<file path="src/rtl/core/ile_pkg.sv">
// ============================================================================
// ile_pkg
// Shared types and codes for the indexed list engine: request and response
// beats, the opcode and status codes, and the control word that walks the
// cell chain.
// ============================================================================
`default_nettype none

package ile_pkg;

    localparam int DATA_W = 32;

    // Request opcodes.
    localparam logic [2:0] OPC_APPEND   = 3'd0;
    localparam logic [2:0] OPC_INSERT   = 3'd1;
    localparam logic [2:0] OPC_REMOVE   = 3'd2;
    localparam logic [2:0] OPC_POP_LAST = 3'd3;
    localparam logic [2:0] OPC_POP_AT   = 3'd4;
    localparam logic [2:0] OPC_READ     = 3'd5;
    localparam logic [2:0] OPC_WRITE    = 3'd6;

    // Response status codes.
    localparam logic [1:0] ST_OK    = 2'd0;
    localparam logic [1:0] ST_RANGE = 2'd1;
    localparam logic [1:0] ST_FULL  = 2'd2;
    localparam logic [1:0] ST_EMPTY = 2'd3;

    // Action that a cell takes when the wave reaches it.
    typedef enum logic [2:0] {
        W_NOP,
        W_INS,
        W_REM,
        W_RD,
        W_WR
    } t_wop;

    typedef struct packed {
        logic vld;
        t_wop op;
        logic past;     // the wave has already passed its target cell
    } t_wave;

    typedef struct packed {
        logic [2:0]               opcode;
        logic [7:0]               position;
        logic signed [DATA_W-1:0] item_value;
    } t_in;

    typedef struct packed {
        logic signed [DATA_W-1:0] result_value;
        logic [1:0]               status;
        logic [8:0]               list_length;
    } t_out;

endpackage

`default_nettype wire

</file>
<file path="src/rtl/core/ile_cell.sv">
// ============================================================================
// ile_cell
// One storage cell of the list chain. It holds one entry and acts on the
// request wave as the wave passes by, then hands the wave to its neighbor.
// ============================================================================
`default_nettype none

module ile_cell
    import ile_pkg::*;
#(
    parameter int IDX_W    = 8,
    parameter int CELL_IDX = 0
) (
    input  wire logic                     i_clk,
    input  wire logic                     i_rst_n,
    input  wire t_wave                    i_wave,
    input  wire logic [IDX_W-1:0]         i_tgt,
    input  wire logic signed [DATA_W-1:0] i_carry,
    input  wire logic signed [DATA_W-1:0] i_result,
    input  wire logic signed [DATA_W-1:0] i_nbr_value,
    output t_wave                         o_wave,
    output logic [IDX_W-1:0]              o_tgt,
    output logic signed [DATA_W-1:0]      o_carry,
    output logic signed [DATA_W-1:0]      o_result,
    output logic signed [DATA_W-1:0]      o_value
);

    t_wave                    r_wave;
    t_wave                    n_wave;
    logic [IDX_W-1:0]         r_tgt;
    logic signed [DATA_W-1:0] r_carry;
    logic signed [DATA_W-1:0] n_carry;
    logic signed [DATA_W-1:0] r_result;
    logic signed [DATA_W-1:0] n_result;
    logic signed [DATA_W-1:0] r_store;
    logic signed [DATA_W-1:0] n_store;
    logic                     hit;
    logic                     at_or_after;

    assign hit         = i_wave.vld && (i_tgt == IDX_W'(CELL_IDX));
    assign at_or_after = hit || (i_wave.vld && i_wave.past);

    always_comb begin
        n_wave      = i_wave;
        n_wave.past = i_wave.past | hit;
        n_store     = r_store;
        n_carry     = i_carry;
        n_result    = i_result;
        case (i_wave.op)
            W_INS: begin
                // Each cell from the target on takes the word from upstream
                // and passes its old word down.
                if (at_or_after) begin
                    n_store = i_carry;
                    n_carry = r_store;
                end
            end
            W_REM: begin
                // The downstream cell has not been touched yet, so its word
                // is still the old one.
                if (hit) begin
                    n_result = r_store;
                end
                if (at_or_after) begin
                    n_store = i_nbr_value;
                end
            end
            W_RD: begin
                if (hit) begin
                    n_result = r_store;
                end
            end
            W_WR: begin
                if (hit) begin
                    n_store = i_carry;
                end
            end
            default: begin
            end
        endcase
    end

    always_ff @(posedge i_clk) begin
        if (!i_rst_n) begin
            r_wave <= '0;
        end else begin
            r_wave <= n_wave;
        end
    end

    always_ff @(posedge i_clk) begin
        r_tgt    <= i_tgt;
        r_carry  <= n_carry;
        r_result <= n_result;
        r_store  <= n_store;
    end

    assign o_wave   = r_wave;
    assign o_tgt    = r_tgt;
    assign o_carry  = r_carry;
    assign o_result = r_result;
    assign o_value  = r_store;

endmodule

`default_nettype wire

</file>
<file path="config.mk">
export PLATFORM = sky130hd
export DESIGN_NAME = ile_cell
export DESIGN_NICKNAME = d
export VERILOG_FILES = /design/src/rtl/core/ile_pkg.sv /design/src/rtl/core/ile_cell.sv
export SDC_FILE = /design/constraint.sdc
export NUM_CORES = 1
export LEC_CHECK = 0
export ABC_AREA = 1
export BUFFER_PORTS_ARGS = -buffer_cell sky130_fd_sc_hd__buf_2
export CAP_MARGIN = 20
export CORE_MARGIN = 2
export CORE_UTILIZATION = 44
export CTS_CLUSTER_DIAMETER = 100
export DETAILED_ROUTE_END_ITERATION = 8
export GPL_ROUTABILITY_DRIVEN = 1
export GPL_TIMING_DRIVEN = 0
export PLACE_DENSITY = 0.86
export SETUP_SLACK_MARGIN = 0.02
export SYNTH_ARGS = -nofsm -noshare
export SYNTH_HDL_FRONTEND = slang
export SYNTH_SLANG_ARGS = --single-unit
</file>
<file path="constraint.sdc">
create_clock -name i_clk -period 4.1 [get_ports i_clk]
set_clock_uncertainty 0.15 [all_clocks]
set_input_delay 0.615 -clock i_clk [delete_from_list [all_inputs] [get_ports i_clk]]
set_output_delay 0.615 -clock i_clk [all_outputs]
set_load 0.005 [all_outputs]
</file>
==> flow_summary.json <==
{
  "layout.nets": 732,
  "start_kind": "input pin",
  "initial_core_util_pct": 45.28,
  "hold_buffers": 0,
  "clock-sinks": 109,
  "worstHoldPathType": "input pin to register",
  "antenna_cells": 0,
  "synth_adder_area_share_pct": 0,
  "antenna_found_initial": 0,
  "hold_viol_final": 0,
  "status": "finished clean",
  "overflow": 0,
  "worst_slack_ns": 1.725,
  "synth.avg_cell_area_um2": 10.10,
  "final_common_cell": "buf_2",
  "setup_tns_ns": 0,
  "grt_max_degree": 33,
  "clk_path_buf_depth": 2,
  "clk_pin_slew_worst_paths_ns": 0.11,
  "netlist_instances": 391,
  "post_cts_buffers": 0,
  "grt_pass1_vias": 3583,
  "synth-seq-cells": 109,
  "yosys.area_share.simple_pct": 23.10,
  "timing.rr.start": "o_value[21]",
  "portBuffers": 219,
  "worstSetupStartpoint": "i_tgt[3]",
  "crit_path_end_kind": "register",
  "ys_types": 17,
  "tightest_slew_ns": 0.9795,
  "hold_start": "i_tgt[5]",
  "path_cells": "buf_2, nor2_1, nand3_1, o21bai_4, nor2_1, nor2_4",
  "clock-root-buffer": "clkbuf_8",
  "p_leak_nw": 2.765,
  "final_cell_mix": "buf_2, nand2_1, dfxtp_1, nand3_1",
  "crit_family": "simple AND/OR/NAND/NOR gates",
  "ys_warn_count": 0,
  "areaGrowthSynthToFinish_pct": 36.06,
  "synth_fp_nets": 502,
  "final_util_pct": 61.61,
  "required_ns": 3.93,
  "vias": 3569,
  "yosys.area_share.xor_xnor_pct": 0,
  "place_area_um2": 5187,
  "synth_mux_area_share_pct": 9.125,
  "place_ws_ns": 1.310,
  "synthesis.area_um2": 3949,
  "whs_ns": 0.2105,
  "worstSetupPathType": "input pin to register",
  "dieArea_um2": 9749,
  "row_count": 34,
  "die_width_um": 98.74,
  "drc": 0,
  "slew_violations": 0,
  "maxCapViolCount": 0,
  "synth_compound_area_share_pct": 0.7921,
  "seq_area_frac_synth_pct": 63.37,
  "critPathMaxStageDelay_ns": 0.78,
  "critical_path_arrival_ns": 2.21,
  "die_y_um": 98.74,
  "dr.first_iter.drc_count": 87,
  "viasPerCell": 4.862,
  "finalSetupViolations": 0,
  "io_pins": 220,
  "cts_resized": 0,
  "drt_wl_total_um": 10890,
  "peakVddDrop_mv": 0.2189,
  "cts_tree": "yes",
  "rsz0062_at_grt": "false",
  "gr-usage-all-layers_pct": 22.07,
  "h-tree-depth": 3,
  "finalCriticalPeriod_ns": 2.375,
  "dp_hpwl_um": 8247,
  "final_area_um2": 5373,
  "finalCritPeriodShare_pct": 57.93,
  "grt_pass1_wl_um": 17040,
  "fmax_mhz": 421.0,
  "cts_buffers": 9,
  "synth_top_family_by_area": "simple AND/OR/NAND/NOR gates",
  "crit_buf_inv": 1,
  "core_um2": 8721,
  "crit_path_max_fanout": 32,
  "powerDensity_nw_per_um2": 393.2,
  "maxSlewHeadroom_pct": 34.54,
  "cp_common_cell": "nor2_1",
  "drive_gt1_share_pct": 41.53,
  "crit_slowest_cell": "nor2_4",
  "routedWlPerCell_um": 14.83,
  "gp_congestion": 0.8724,
  "ant_nets": 0,
  "worstSkewPairLatency_ns": 0.36,
  "drt_pass1_iterations": 5
}
[metrics by stage]
step / total power [mW] / std cells
after global routing: 2.200 / 734
after floorplan: 1.349 / 391
after detailed placement: 1.520 / 718
after CTS: 2.128 / 734
after global placement: 1.508 / 718
final: 2.113 / 734
[flip-flops by register name, summed over array words and instances, names as in the netlist]
signal	flops
o_carry	32
o_result	32
o_tgt	8
o_value	32
o_wave	5
[power by group]
part	switching, mW	total (mW)	internal, mW
registers	0.0430	1.24	1.20
logic	0.128	0.252	0.124
clock network	0.371	0.619	0.248
total	0.542	2.11	1.57
[cell type report]
class | count | area, µm²
fillers | 752 | 3348
flip-flops and latches | 109 | 2502
multi-input cells | 249 | 1311
repair buffers | 219 | 1096
clock buffers | 11 | 141.4
well taps | 108 | 135.1
plain buffers | 21 | 97.59
inverters | 12 | 45.04
clock inverters | 5 | 43.79
[worst reg2reg max path, stage by stage (launching register included)]
cell and delay, ns:
edfxtp_1 0.47, nand3_1 0.12, nand2_1 0.07
[layer usage]
layer	share of wire [%]	routed length [µm]	vias to the layer above	GRT usage, %
li1	-	-	1745	-
met1	39	4212	1633	25.29
met2	52	5652	177	40.14
met3	8.1	885	14	6.525
met4	1.2	136	0	5.901
met5	0	0	-	0
[worst paths after layout]
check	to	slack [ns]	cells after the start
hold reg to reg	o_result[9]	0.39	2
setup reg to reg	o_result[21]	3.18	2
setup / recovery	o_value[3]	1.72	6
hold / removal	o_tgt[5]	0.21	1
[kinds of logic after synthesis]
kind of cell	Yosys count
and+or+nand+nor	214
AOI/OAI and AO/OA	3
buffers and inverters	33
DFF	109
muxes	32
[synth_stat cells]
cell      number  share of area [%]
nand2_1      136                 13
dfxtp_1       77                 39
nand3_1       67                8.5
edfxtp_1      32                 24
mux2_1        32                9.1
buf_2         15                1.9
inv_1          9               0.86
nor2_1         5               0.48
clkbuf_1       4               0.38
inv_2          3               0.29
nand2_2        3               0.48
buf_1          2               0.19
nor2_4         2               0.57
nor2_2         1               0.16
o21a_1         1               0.19
o21ai_1        1               0.13
o21bai_4       1               0.48
No activity file was read; power rests on OpenSTA's default activity.
